### src/hw/rtl/bisom_pkg.sv
package bisom_pkg;
  localparam int MAX_SIDE   = 256;
  localparam int MAX_SHIFTS = 64;
  localparam int SIDE_W     = $clog2(MAX_SIDE + 1);
  localparam int IDX_W      = $clog2(MAX_SIDE);
  localparam int ADDR_W     = $clog2(MAX_SIDE * MAX_SIDE);
  localparam int DEPTH      = MAX_SIDE * MAX_SIDE;
  localparam int SHL_W      = $clog2(MAX_SHIFTS + 1);
  localparam int SH_W       = 6;
  localparam int CNT_W      = $clog2(2 * DEPTH + 1);
  localparam int RATIO_W    = 16;
  localparam int QDEPTH     = 2;

  localparam logic [0:0] REG_SIDE  = 1'b0;
  localparam logic [0:0] REG_LIMIT = 1'b1;

  typedef struct packed {
    logic              a;
    logic              b;
    logic              last;
    logic [ADDR_W-1:0] addr;
  } bisom_cmd_t;

  typedef enum logic [2:0] {
    ST_IDLE, ST_SHIFT, ST_SCAN, ST_DIV_F, ST_DIV_R, ST_DONE
  } bisom_state_t;
endpackage

### src/hw/rtl/bisom_queue.sv
module bisom_queue import bisom_pkg::*; (
  input  logic       clk,
  input  logic       rst_n,
  input  logic       push,
  input  bisom_cmd_t din,
  input  logic       pop,
  output logic       full,
  output logic       empty,
  output bisom_cmd_t dout
);
  localparam int PW = $clog2(QDEPTH);
  bisom_cmd_t      slot_r [QDEPTH];
  logic [PW-1:0]   wp_r, rp_r;
  logic [PW:0]     cnt_r;

  assign full  = (cnt_r == (PW+1)'(QDEPTH));
  assign empty = (cnt_r == '0);
  assign dout  = slot_r[rp_r];

  always_ff @(posedge clk) begin
    if (push) begin
      slot_r[wp_r] <= din;
    end
  end

  always_ff @(posedge clk) begin
    if (!rst_n) begin
      wp_r  <= '0;
      rp_r  <= '0;
      cnt_r <= '0;
    end else begin
      if (push) wp_r <= wp_r + 1'b1;
      if (pop)  rp_r <= rp_r + 1'b1;
      cnt_r <= cnt_r + (PW+1)'(push) - (PW+1)'(pop);
    end
  end
endmodule

### config.mk
export PLATFORM = sky130hd
export DESIGN_NAME = bisom_queue
export DESIGN_NICKNAME = d
export VERILOG_FILES = /design/src/hw/rtl/bisom_pkg.sv /design/src/hw/rtl/bisom_queue.sv
export SDC_FILE = /design/constraint.sdc
export NUM_CORES = 1
export LEC_CHECK = 0
export ABC_CLOCK_PERIOD_IN_PS = 1600
export BUFFER_PORTS_ARGS = -buffer_cell sky130_fd_sc_hd__buf_2
export CAP_MARGIN = 20
export CELL_PAD_IN_SITES_DETAIL_PLACEMENT = 1
export CELL_PAD_IN_SITES_GLOBAL_PLACEMENT = 1
export CORE_MARGIN = 8
export CORE_UTILIZATION = 38
export CTS_CLUSTER_DIAMETER = 150
export DETAILED_ROUTE_END_ITERATION = 16
export PLACE_DENSITY = 0.76
export SLEW_MARGIN = 20
export SYNTH_ARGS = -nofsm -noshare
export SYNTH_HDL_FRONTEND = slang
export SYNTH_SLANG_ARGS = --single-unit
export TNS_END_PERCENT = 20
### constraint.sdc
create_clock -name clk -period 1.6 [get_ports clk]
set_input_delay 0.32 -clock clk [delete_from_list [all_inputs] [get_ports clk]]
set_output_delay 0.32 -clock clk [all_outputs]
set_load 0.03 [all_outputs]
# Yosys cells after proc, flatten, opt, wreduce, memory -nomap -nowiden
# Memory sizes are Yosys's and may differ from the RTL's. A register that Yosys moved wholly into a read port is not among the register bits.
# Cells that the tools add are included.
dict set report word_totals {
  ff_bits 4
  mem_count 1
  out_inout_bits 21
  wordCells 14
  input_bits 23
  ram_bits 38
}
# memory depth word_bits read_ports rd_clocked_by_memory_dff wr line
set mem_list {}
lappend mem_list {slot_r 2 19 1 1 1 bisom_queue.sv:12} ;# bisom_cmd_t slot_r [QDEPTH];
dict set report classes {
  n_addsub 4
  n_reduce_logical 1
  n_mux 4
  n_eq_ne 1
}
# operator n
set op_table {}
lappend op_table {{two-way mux 1 bit} 4}
lappend op_table {{adder 1 bit (second input constant)} 2}
lappend op_table {{adder 2 x 1 -> 2 bit} 1}
lappend op_table {{equality test 2 bit (second input constant)} 1}
lappend op_table {{logical NOT 2 bit} 1}
lappend op_table {{subtractor 2 x 1 -> 2 bit} 1}

# Logic depth before layout (Yosys ltp)
dict set report logic_depth {
  word_depth 3
  mapped_depth 6
  ltp_nobuf 6
}

# Worst setup path after synthesis
# Ideal clock, no wire load.
dict set report synth_timing {
  kind {input-to-reg}
  from {input port push}
  to {memory slot_r[0][0] in the netlist's numbering (enable)}
  arrival_time_ns 1.243
  setup_ns 0.398
  required_ns 1.202
  path_buffers 0
  stages 1
  setup_slack_ns -0.041
  cell_sequence {nor2b_1}
}
dict set report synth_between {
  elab_chain_cells 2
}
# element line
set synth_lines {}
lappend synth_lines {{start, declared} bisom_queue.sv:4} ;# input logic push,
lappend synth_lines {{two-way mux 1 bit} bisom_queue.sv:21} ;# if (push) begin
lappend synth_lines {{two-way mux 1 bit (implied by the code)} bisom_queue.sv:22} ;# slot_r[wp_r] <= din;
lappend synth_lines {{end, declared} bisom_queue.sv:12}
# No other way between the ends.

==> impl_metrics.py <==
metrics = {
    "route": {
        "vias_per_cell": 4.593,
        "drc_marker_count_from_the_first_detailed_route_iteration": 48,
        "remaining_drc_errors": 0,
        "drtAntennaViolNets": 0,
        "routedWlPerCell_um": 17.41,
        "route.vias.total": 868,
        "drt-total-wl_um": 3290,
        "dr.pass1.iters": 2,
    },
    "critical_path": {
        "critical_path.endpoint_type": "output port",
        "critical_path_class": "reg2out",
        "crit_required_ns": 1.28,
        "arrival_ns": 1.28,
        "path_max_fanout": 5,
        "crit_path_start_kind": "flop",
    },
    "sta": {
        "achievable-frequency_ghz": 0.6257,
        "post-route-min-period_ns": 1.598,
        "final_min_period_over_clock_period_pct": 99.89,
        "worst_pin_slew_ns": 0.1523,
        "timing.hold.ws_ns": 0.2209,
        "slew_headroom_pct": 89.81,
        "rsz0062_at_grt": "true",
        "timing.clock.skew_ns": 0.004268,
        "totalNegativeSetupSlack_ns": 0,
        "setup_violations": 0,
        "postLayoutSetupSlackWorst_ns": 0.001827,
        "drv_slew": 0,
        "hold_violations": 0,
    },
    "grt": {
        "grt_pass1_wl_um": 5016,
        "grt.total_usage_pct": 10.44,
        "initial_antenna_violation_count": 0,
        "grt_start_max_net_pins": 14,
        "total_congestion_overflow_after_global_routing": 0,
        "grt_pass1_vias": 1034,
    },
    "placement": {
        "place_congestion": 0.6644,
        "pre_cts_slack_ns": 0.2231,
        "quantity_of_i_o_buffers_inserted_on_ports": 43,
        "hpwlAfterDp_um": 2389,
    },
    "cells_and_area": {
        "fillCellCount": 421,
        "multiInputGateArea_um2": 405.4,
        "antennaDiodeCount": 0,
        "layout-drive-gt1-share_pct": 57.66,
        "number_of_nets_in_the_layout": 161,
        "seq_area_um2": 1245,
        "syn2layout_area_growth_pct": 35.05,
    },
    "clock_network": {
        "hold_buffers": 0,
        "number_of_h_tree_branching_levels": 2,
        "clk_latency_ns": 0.28,
        "cts_num_sinks": 43,
        "clk_pin_slew_worst_paths_ns": 0.07,
        "numCtsBuffers": 5,
        "tritoncts": "done",
        "clock_tree.buffer_depth": 2,
        "ctsRootBufferMaster": "sky130_fd_sc_hd__clkbuf_8",
    },
    "yosys": {
        "synth_fp_nets": 105,
        "ys_seq_elements": 43,
        "post-synth-top-area-fraction_pct": 69.20,
        "synth_area_um2": 1649,
        "synth_cell_types": 14,
        "yosysSeqAreaShare_pct": 75.27,
        "yosysWarnings": 0,
        "synth.avg_cell_area_um2": 20.61,
        "yosys.area.top_type": "sky130_fd_sc_hd__edfxtp_1",
        "synth.top_cells.by_area": "sky130_fd_sc_hd__edfxtp_1 (69%), sky130_fd_sc_hd__mux2_4 (9.1%), sky130_fd_sc_hd__mux2_2 (6.1%), sky130_fd_sc_hd__dfxtp_1 (6.1%), sky130_fd_sc_hd__and2_1 (1.5%)",
        "synthCells": 80,
    },
    "floorplan": {
        "vertical_extent_of_the_die_um": 81.88,
        "cell_rows": 24,
        "initial_utilization_pct": 38.67,
        "floorplan.die_area_um2": 6704,
        "dieWidth_um": 81.88,
        "io-pin-count": 44,
        "design.core.area_um2": 4264,
    },
    "power_and_ir_drop": {
        "max-vdd-ir-drop_uv": 692.9,
        "p_leak_uw": 0.0009123,
        "power_density_nw_per_um2": 1140,
    },
    "run": {
        "max_cap_violations": 0,
    },
    "outcome": {
        "status": "complete, no violations",
    },
    "hold_path": {
        "hold_path_class": "in2reg",
    },
}
-- through the flow --
step / area (um^2) / total power [uW] / instances / utilization [%]
after floorplan: 1652 / 1656 / 80 / -
after global placement: 1946 / 1767 / 179 / 45.63
after detailed placement: 1946 / 1792 / 179 / 45.63
after CTS: 2193 / 2552 / 189 / 51.44
after global routing: 2227 / 2643 / 189 / 52.23
final: 2227 / 2540 / 189 / 52.23
-- cell usage after synthesis --
cell type and count:
sky130_fd_sc_hd__mux2_2 9, sky130_fd_sc_hd__mux2_4 10, sky130_fd_sc_hd__xor2_1 1, sky130_fd_sc_hd__buf_6 1, sky130_fd_sc_hd__o21a_1 1, sky130_fd_sc_hd__inv_1 2
sky130_fd_sc_hd__buf_12 1, sky130_fd_sc_hd__and2_1 4, sky130_fd_sc_hd__edfxtp_1 38, sky130_fd_sc_hd__nor2b_1 4, sky130_fd_sc_hd__nor2_1 1, sky130_fd_sc_hd__ha_1 2
sky130_fd_sc_hd__dfxtp_1 5, sky130_fd_sc_hd__xnor3_1 1
-- area by class of cell --
type	count	share of cell area, %
clock inverters	1	0.2247
multi-input cells	33	18.20
inverters	2	0.3371
well taps	52	2.921
flip-flops and latches	43	55.90
repair buffers	51	18.54
clock buffers	7	3.876
-- cells by family after synthesis --
kind of cell    after synthesis  synth area share, %
flops                        43                75.27
mux                          19                15.25
simple gates                  9                3.262
buf+inv                       4                2.352
xor+xnor                      2                1.897
fa+ha+maj                     2                1.517
compound gates                1               0.4554
-- layout by cell type (no fill, tap or decap), types with 2 or more instances in the layout --
cell                        n
sky130_fd_sc_hd__ha_1       2
sky130_fd_sc_hd__buf_2     24
sky130_fd_sc_hd__buf_4      4
sky130_fd_sc_hd__mux2_4    19
sky130_fd_sc_hd__inv_1      2
sky130_fd_sc_hd__buf_6     22
sky130_fd_sc_hd__nor2b_1    3
sky130_fd_sc_hd__edfxtp_1  38
sky130_fd_sc_hd__clkbuf_8   6
sky130_fd_sc_hd__and2_1     4
sky130_fd_sc_hd__dfxtp_1    4
-- report_power, final --
part | internal, uW | switching (uW)
sequential | 1290 | 31.4
combinational | 268 | 272
clock | 348 | 325
-- flip-flops by register name, indices dropped and copies added, names as in the netlist, named ones only --
name and flops:
slot_r 38, wp_r 1, rp_r 1, cnt_r 2
-- worst max-delay path, cell delays in order, from the launching register on --
cell and delay (ns):
sky130_fd_sc_hd__dfxtp_4 0.40, sky130_fd_sc_hd__buf_6 0.14, sky130_fd_sc_hd__mux2_4 0.31, sky130_fd_sc_hd__buf_6 0.14
-- layer usage --
layer,vias up,track usage (%),routed length [um]
li1,412,-,-
met1,425,10.01,1112
met2,28,19.18,1841
met3,3,5.033,308
met4,0,3.158,27
met5,-,0,0
-- worst paths after layout --
kind,start,to,slack [ns],depth (start not counted)
worst max-delay path,flop,dout[16],0.002,3
worst min-delay path,din[18],slot_r[1][18],0.22,1
worst max register to register,cnt_r[0],cnt_r[1],0.34,6
worst min register to register,rp_r,flop,0.59,2
-- timing repair --
action                                  4_1_cts  5_1_grt
pin swaps                                     0        0
setup buffers                                 0        0
resized for setup                            47        9
cloned                                        2        0
endpoints found under the setup margin       19       19
Note: power is estimated with default switching activity, not from simulation.
