--- config.mk ---
export PLATFORM = sky130hd
export DESIGN_NAME = bisom_front
export DESIGN_NICKNAME = d
export VERILOG_FILES = /design/src/hw/rtl/bisom_pkg.sv /design/src/hw/rtl/bisom_front.sv
export SDC_FILE = /design/constraint.sdc
export NUM_CORES = 1
export LEC_CHECK = 0
export ABC_CLOCK_PERIOD_IN_PS = 2200
export BUFFER_PORTS_ARGS = -buffer_cell sky130_fd_sc_hd__buf_4
export CAP_MARGIN = 40
export CELL_PAD_IN_SITES_DETAIL_PLACEMENT = 1
export CELL_PAD_IN_SITES_GLOBAL_PLACEMENT = 1
export CORE_MARGIN = 5
export CORE_UTILIZATION = 34
export DETAILED_ROUTE_END_ITERATION = 12
export HOLD_SLACK_MARGIN = 0.08
export PLACE_DENSITY = 0.83
export SLEW_MARGIN = 20
export SYNTH_ARGS = -nofsm -noshare
export SYNTH_HDL_FRONTEND = slang
export SYNTH_SLANG_ARGS = --single-unit
--- constraint.sdc ---
create_clock -name clk -period 2.2 [get_ports clk]
set_input_delay 0.44 -clock clk [delete_from_list [all_inputs] [get_ports clk]]
set_output_delay 0.44 -clock clk [all_outputs]
set_load 0.01 [all_outputs]
--- src/hw/rtl/bisom_pkg.sv ---
package bisom_pkg;
  localparam int MAX_SIDE   = 256;
  localparam int MAX_SHIFTS = 64;
  localparam int SIDE_W     = $clog2(MAX_SIDE + 1);
  localparam int IDX_W      = $clog2(MAX_SIDE);
  localparam int ADDR_W     = $clog2(MAX_SIDE * MAX_SIDE);
  localparam int DEPTH      = MAX_SIDE * MAX_SIDE;
  localparam int SHL_W      = $clog2(MAX_SHIFTS + 1);
  localparam int SH_W       = 6;
  localparam int CNT_W      = $clog2(2 * DEPTH + 1);
  localparam int RATIO_W    = 16;
  localparam int QDEPTH     = 2;

  localparam logic [0:0] REG_SIDE  = 1'b0;
  localparam logic [0:0] REG_LIMIT = 1'b1;

  typedef struct packed {
    logic              a;
    logic              b;
    logic              last;
    logic [ADDR_W-1:0] addr;
  } bisom_cmd_t;

  typedef enum logic [2:0] {
    ST_IDLE, ST_SHIFT, ST_SCAN, ST_DIV_F, ST_DIV_R, ST_DONE
  } bisom_state_t;
endpackage

--- src/hw/rtl/bisom_front.sv ---
module bisom_front import bisom_pkg::*; (
  input  logic       clk,
  input  logic       rst_n,
  input  logic       in_start,
  input  logic       in_pixel_a,
  input  logic       in_pixel_b,
  input  logic       in_last_pixel,
  input  logic       q_full,
  input  logic       back_busy,
  output logic       accept,
  output bisom_cmd_t cmd
);
  // load address, wraps over the store; last pair returns it to zero
  logic [ADDR_W-1:0] pos_r, pos_nxt;

  assign accept = in_start && !q_full && !back_busy;

  always_comb begin
    cmd.a    = in_pixel_a;
    cmd.b    = in_pixel_b;
    cmd.last = in_last_pixel;
    cmd.addr = pos_r;
    pos_nxt  = pos_r;
    if (accept) begin
      pos_nxt = in_last_pixel ? '0 : pos_r + 1'b1;
    end
  end

  always_ff @(posedge clk) begin
    if (!rst_n) begin
      pos_r <= '0;
    end else begin
      pos_r <= pos_nxt;
    end
  end
endmodule

==> Word-level counts from Yosys, hierarchy flattened <==
Cells that the tools add are included.
{ "totals": {"ff_bits": 16, "output_inout_bits": 20} }
{ "op_classes": {"addsub": 1, "mux": 1, "n_reduce_logical": 4} }
{ "op_table": {"columns": ["op", "n"], "rows": [
  ["16-bit by 1-bit adder with 16-bit output, second input constant", 1],
  ["16-bit 2-to-1 mux", 1],
  ["1-bit logical AND", 2],
  ["1-bit logical NOT", 2]
]} }

==> Logic depth before layout (Yosys ltp) <==
Gate-level depths: netlist of run 1.
{ "logic_depth": {"word_depth": 3, "mapped_depth": 7, "ltp_nobuf": 5} }

==> Worst setup path after synthesis of run 1 <==
OpenSTA, ideal clock, no wires.
{ "synth_path": {"path_type": "input to register", "startpoint": "input port q_full", "endpoint": "register pos_r[14]", "t_arrival_ps": 1918, "t_required_ps": 2132, "setup_slack_ps": 215, "stages": 6, "path_buffers": 2, "cell_sequence": "or3b_1 buf_2 or2_1 buf_6 or4_4 a21oi_2"} }
{ "synth_via": {"elab_chain_cells": 3} }
{ "synth_lines": {"columns": ["element", "line", "rtl"], "rows": [
  ["start, declared", "bisom_front.sv:8", "input logic q_full,"],
  ["1-bit logical NOT", "bisom_front.sv:16", "assign accept = in_start && !q_full && !back_busy;"],
  ["1-bit logical AND (2 in series)", "bisom_front.sv:16", null],
  ["end signal, assigned", "bisom_front.sv:33", "pos_r <= pos_nxt;"],
  ["end, declared", "bisom_front.sv:14", "logic [ADDR_W-1:0] pos_r, pos_nxt;"]
]} }
No other way between the ends.
A chain may end at the register's enable or synchronous reset.

==> Worst setup path after layout of run 1 <==
{ "layout_path": {"startpoint": "register pos_r[4]", "endpoint": "register pos_r[13]"} }
{ "layout_via": {"elab_chain_cells": 2} }
{ "layout_lines": {"columns": ["element", "line", "rtl"], "rows": [
  ["16-bit by 1-bit adder with 16-bit output", "bisom_front.sv:25", "pos_nxt = in_last_pixel ? '0 : pos_r + 1'b1;"],
  ["16-bit 2-to-1 mux", "bisom_front.sv:25", null]
]} }
No other way between the ends.

==> results of run 1 <==
layer usage:
metal	routed length, µm	global-route usage (%)	vias to the layer above
met5	0	0	-
met3	119	4.98	0
met4	0	2.98	0
li1	-	-	358
met1	817	14.3	316
met2	848	21.0	19
critical path: stages (launching register included):
cell,delay [ns]
dfxtp_1,0.44
and4_1,0.29
nand4_1,0.34
or4_1,0.59
a21oi_1,0.15
power by group:
group          switching (mW)  total (mW)  internal, mW
sequential            0.00180       0.292         0.291
clock                  0.0898       0.153        0.0635
combinational          0.0142      0.0292        0.0150
total                   0.106       0.475         0.369
cell type report:
class	instances	area, µm²	area share, %
clock buffers	3	22.5	2.32
flip-flops and latches	16	320	32.9
multi-input cells	64	399	41.1
repair buffers	25	188	19.3
inverters	2	7.51	0.772
well taps	28	35.0	3.60
through the flow:
step	std cells	setup WS, ns
after floorplan	88	0.215
after global placement	135	0.152
after detailed placement	135	0.108
after CTS	138	0.312
after global routing	138	0.162
final	138	0.330
kinds of logic after synthesis:
kind of cell	Yosys count	share of synthesized area (%)
xor+xnor	8	9.11
buf+inv	8	6.50
flops	16	41.6
fa+ha+maj	1	1.63
compound gates	14	11.5
simple gates	41	29.6
final timing paths:
check / endpoint / slack [ns] / cells past startpoint
max: pos_r[13] / 0.33 / 4
max reg2reg: pos_r[13] / 0.33 / 4
min: pos_r[15] / 0.49 / 2
min reg2reg: pos_r[15] / 0.49 / 2
cell usage in the layout (no fill, tap or decap), drive strengths merged, types with 2 or more instances in the layout:
cell type   n
buf        25
dfxtp      16
nor2        8
nand2       7
a21oi       7
xor2        5
nand3       5
nand4       4
o31ai       4
or4         4
xnor2       3
clkbuf      3
and4        2
o21a        2
nor3        2
or3         2
inv         2
==> out/metrics.csv, run 1 <==
metric,value,unit
final max-slew violation count,0,
Post-synth top flop,dfxtp_1,
Largest regs,pos_r: 16 flops,
Async SR Flop Fraction,0,%
Synth warnings,0,
Area Overhead vs Synth,26.3,%
DRC violations left,0,
Vias/cell,5.02,
Die Y,57.6,µm
cells taking the most area after synthesis,"dfxtp_1, xor2_1, a21oi_1",
placer congestion estimate,0.715,
Synth top area share,41.6,%
startpoint types,flip-flop,
GRT Total Usage,12.3,%
Synth Instances,88,
Largest register FFs,16,
Synthesized Nets,97,
"Seq/Total Area, Yosys",41.6,%
cell taking the most area after synthesis,dfxtp_1,
maxcap violations,0,
Vias,693,
fin area,972,µm²
Core Region,2190,µm²
Max H-tree Level,1,
Post-synth EDFFs,0,
worst hold path type,reg2reg,
vias in the first global route,747,
syn avg cell area,8.74,µm²
Unique masters post-synth,31,
CTS root buf,clkbuf_4,
most frequent cells after synthesis,"dfxtp_1, nor2_1, nand2_1",
die width,57.6,µm
"Most flops, register",pos_r,
unrepaired setup endpoints after global routing,false,
hold-fix buffers at CTS,0,
crit path DAT,2.09,ns
Worst VDD drop,0.340,mV
WS Path Type,reg2reg,
Ant. Diodes,0,
crit end category,flip-flop,
Seq cells post-synth,16,
setup TNS,0,ns
Final nets,121,
Tmin final,1.87,ns
Initial Util,35.1,%
Clock Skew,0.00352,ns
Post-CTS Setup Repair Bufs,0,
total grt overflow,0,
clk slew on worst S/H paths,0.09,ns
fmax,535,MHz
worst-skew pair later-pin latency,0.28,ns
reg2reg start,pos_r[4],
first-pass GRT wire length,3.25,mm
slew margin rel.,75.7,%
clk buf depth,2,
Num CTS Buffers,3,
placed cell areas,950,µm²
1st-pass router iterations,2,
ANT nets after route,0,
Worst setup startpoint,pos_r[4],
Min Hold Slack,0.490,ns
proportion of layout cells with a drive suffix above 1,28.2,%
Port Buffers,23,
pin count of the biggest net entering global routing,16,
WL final,1.79,mm
hold wc startpoint,pos_r[15],
top-count cell post-synth,dfxtp_1,
worst slew pin tran,0.364,ns
crit path max fanout,10,
CTS tree,built,
synthesized area,769,µm²
leak pwr,0.375,nW
die area,3310,µm²
crit share post-route,85.0,%
"Hold Vio Cnt, Final",0,
filler instances,275,
wire length per cell,12.9,µm
CTS-repair resized insts,0,
antenna violations before repair,0,
end-of-flow core utilization,44.4,%
Crit path required time,2.42,ns
number of I/O pins,28,
Power Total,0.475,mW
DP Wirelength,1.33,mm
status,finished clean,
Rows,17,
power per cell area,489,nW/µm²
clock sinks,16,
Setup-failing EPs final,0,
DR iter-0 viols,7,
Power figures use the tool's default switching activity.
==> run 2, diff against run 1 <==
--- a/config.mk
+++ b/config.mk
@@ -5,13 +5,14 @@
 export SDC_FILE = /design/constraint.sdc
 export NUM_CORES = 1
 export LEC_CHECK = 0
-export ABC_CLOCK_PERIOD_IN_PS = 2200
+export ABC_AREA = 1
+export ABC_CLOCK_PERIOD_IN_PS = 1800
 export BUFFER_PORTS_ARGS = -buffer_cell sky130_fd_sc_hd__buf_4
 export CAP_MARGIN = 40
 export CELL_PAD_IN_SITES_DETAIL_PLACEMENT = 1
 export CELL_PAD_IN_SITES_GLOBAL_PLACEMENT = 1
 export CORE_MARGIN = 5
-export CORE_UTILIZATION = 34
+export CORE_UTILIZATION = 33
 export DETAILED_ROUTE_END_ITERATION = 12
 export HOLD_SLACK_MARGIN = 0.08
 export PLACE_DENSITY = 0.83
==> constraint.sdc (replaced) <==
create_clock -name clk -period 1.8 [get_ports clk]
set_input_delay 0.36 -clock clk [delete_from_list [all_inputs] [get_ports clk]]
set_output_delay 0.36 -clock clk [all_outputs]
set_load 0.01 [all_outputs]
==> run 2 against run 1 <==
Compared with the run above:
- via count up 40%
- total power up 38%
- worst hold slack worse by 0.12 ns
- critical endpoint is now pos_r[14]
- sequential power up 23%
==> out/metrics.csv, run 2 <==
metric,value,unit,change
status,finished clean,,
Post-synth EDFFs,0,,unchanged
"commonest cells after routing, fill and taps aside","nand2_1, nor2_1, buf_4, inv_1, dfxtp_1",,
Hold Path Depth,3,,+1
CTS root buf,clkbuf_4,,
Rows,19,,+2
synthesized area,922,µm²,+20%
Async SR Flop Fraction,0,%,unchanged
1st-pass router iterations,4,,+2
WS Path Type,reg2reg,,
Area Overhead vs Synth,24.0,%,
fraction of power spent switching nets,23.3,%,+1.0 points
Synth Area in Compound Gates,5.83,%,-5.7 points
"Seq/Total Area, Yosys",34.7,%,-6.9 points
Num CTS Buffers,3,,unchanged
end-of-flow core utilization,42.2,%,-2.2 points
largest delay contributor family on the critical path,simple AND/OR/NAND/NOR gates,,
Die Y,62.9,µm,+9.2%
Setup-failing EPs final,0,,unchanged
proportion of layout cells with a drive suffix above 1,22.6,%,-5.6 points
cells taking the most area after synthesis,"dfxtp_1, nand2_1, nor2_1",,
"Most flops, register",pos_r,,
Unique masters post-synth,23,,-26%
Ant. Diodes,0,,unchanged
fmax,730,MHz,+37%
Largest register FFs,16,,unchanged
reg2reg start,pos_r[0],,
maxcap violations,0,,unchanged
slowest CP cell,dfxtp_1,,
first-pass GRT wire length,4.43,mm,+36%
placer congestion estimate,0.823,,+15%
Min Hold Slack,0.367,ns,-0.122 ns
post-synthesis xor/xnor area fraction,0,%,-9.1 points
worst reg2reg path depth,6,,+2
Clock Skew,0.00547,ns,+0.00194 ns
most frequent cells after synthesis,"nand2_1, nor2_1, inv_1",,
power per cell area,572,nW/µm²,+17%
syn avg cell area,6.40,µm²,-27%
worst-skew pair later-pin latency,0.29,ns,about the same
Max stage delay on crit path,0.42,ns,-0.17 ns
Core Region,2710,µm²,+24%
post-route setup slack,0.431,ns,+0.100 ns
post-synthesis adder-cell area fraction,1.36,%,-0.27 points
Clk pwr share,37.6,%,+5.3 points
Synthesized Nets,153,,+58%
Vias,969,,+40%
unrepaired setup endpoints after global routing,false,,
slew margin rel.,78.8,%,+3.1 points
crit path DAT,1.56,ns,-0.53 ns
vias in the first global route,1073,,+44%
CTS tree,built,,
clock sinks,16,,unchanged
wire length per cell,12.1,µm,-6.6%
die width,62.9,µm,+9.2%
Post-synth top flop,dfxtp_1,,
Synth Instances,144,,+64%
Initial Util,34.0,%,-1.1 points
hold wc startpoint,rst_n,,
multi-input logic area,497,µm²,+24%
CTS-repair resized insts,0,,unchanged
critical path cell sequence,ha_1 > nand3_2 > nor3_4 > nand3_1 > nand2_1 > nor2_1,,
die area,3950,µm²,+19%
Port Buffers,23,,unchanged
clk buf depth,2,,unchanged
GRT Total Usage,13.6,%,+1.3 points
Pint,0.501,mW,+36%
worst hold path type,in2reg,,
Post-CTS Setup Repair Bufs,0,,unchanged
clk slew on worst S/H paths,0.10,ns,about the same
setup TNS,0,ns,unchanged
ANT nets after route,0,,unchanged
hold-fix buffers at CTS,0,,unchanged
number of I/O pins,28,,unchanged
WL final,2.40,mm,+35%
Vias/cell,4.87,,-3.0%
combinational share of power,7.5,%,+1.4 points
crit share post-route,76.1,%,-8.9 points
antenna violations before repair,0,,unchanged
worst hold path endpoint,pos_r[0],,
Synth warnings,0,,unchanged
worst slew pin tran,0.317,ns,-0.0475 ns
switching power,0.152,mW,+44%
top-count cell post-synth,nand2_1,,
Largest regs,pos_r: 16 flops,,
flip-flop and latch area,320,µm²,unchanged
Tmin final,1.37,ns,-0.500 ns
Crit path required time,1.99,ns,-0.43 ns
pin count of the biggest net entering global routing,10,,-6
startpoint types,flip-flop,,
largest family of logic cells by synthesized area,simple AND/OR/NAND/NOR gates,,
cell taking the most area after synthesis,dfxtp_1,,
DRC violations left,0,,unchanged
final max-slew violation count,0,,unchanged
Final nets,178,,+47%
crit end category,flip-flop,,
post-synthesis simple-gate area fraction,46.7,%,+17 points
mux contribution to synthesized area,0,%,unchanged
Seq pwr share,54.9,%,-6.7 points
Max H-tree Level,1,,unchanged
Synth top area share,34.7,%,-6.9 points
total grt overflow,0,,unchanged
DR iter-0 viols,33,,+26
crit path max fanout,5,,-5
"commonest non-fill, non-tap cell in the layout",nand2_1,,
leak pwr,0.544,nW,+45%
"Hold Vio Cnt, Final",0,,unchanged
sum of buffers and inverters on the critical path,0,,unchanged
DP Wirelength,1.97,mm,+48%
pre-CTS setup slack,0.375,ns,+0.267 ns
Seq cells post-synth,16,,unchanged
RR Endpoint,pos_r[14],,
filler instances,363,,+32%
r2r setup slk,0.43,ns,+0.10 ns
Worst VDD drop,0.412,mV,+21%
[run 2: cell count changes after synthesis, sizes merged, moves of 3 or more]
cell   change
o31ai      -4
nand2     +40
inv       +17
xor2       -5
nand3      +3
nor2      +25
xnor2      -3
or4        -4
[run 2: kinds of logic after synthesis]
family / after synthesis
AOI/OAI and AO/OA: 9
adders and majority gates: 1
buffers and inverters: 23
DFF: 16
and+or+nand+nor: 95
[run 2: final cells by class]
cell class,count,share of cell area (%)
Timing Repair Buffer,24,15.8
Clock buffer,4,3.17
Tap cell,31,3.39
Inverter,19,6.24
Sequential cell,16,28.0
Multi-Input combinational cell,105,43.4
[run 2: worst max-delay path by stage]
stage,startpoint,endpoint,depth (start not counted)
final,pos_r[0],pos_r[14],6
after global routing,pos_r[0],pos_r[10],7
after CTS,pos_r[0],pos_r[10],7
after detailed placement,q_full,pos_r[6],7
after global placement,q_full,pos_r[6],7
after floorplan,pos_r[1],pos_r[6],5
[run 2: per-layer routing]
metal | track usage (%) | up-vias | wire length, µm
li1 | - | 484 | -
met1 | 14.4 | 457 | 980
met2 | 24.6 | 21 | 1240
met3 | 3.78 | 7 | 125
met4 | 6.37 | 0 | 57
met5 | 0 | - | 0
[run 2: worst reg2reg max path, delay by kind of cell, from the launching register on]
kind                     cells  cell delay [ns]
adder cells (fa/ha/maj)      1             0.23
flip-flops                   1             0.42
AND/OR/NAND/NOR              5             0.61
[run 2: power groups by stage]
stage	Sequential [mW]	Clock, mW	Combinational [mW]
after floorplan	0.368	0	0.0327
after global placement	0.367	0	0.0478
after detailed placement	0.367	0	0.0497
after CTS	0.359	0.255	0.0498
after global routing	0.359	0.277	0.0547
final	0.359	0.246	0.0489
[run 2: through the flow]
stage / cells / total power, mW / cell area (µm²)
after detailed placement: 195 / 0.417 / 1110
after floorplan: 144 / 0.400 / 922
final: 199 / 0.654 / 1140
after global placement: 195 / 0.414 / 1110
after global routing: 199 / 0.691 / 1140
after CTS: 199 / 0.664 / 1140
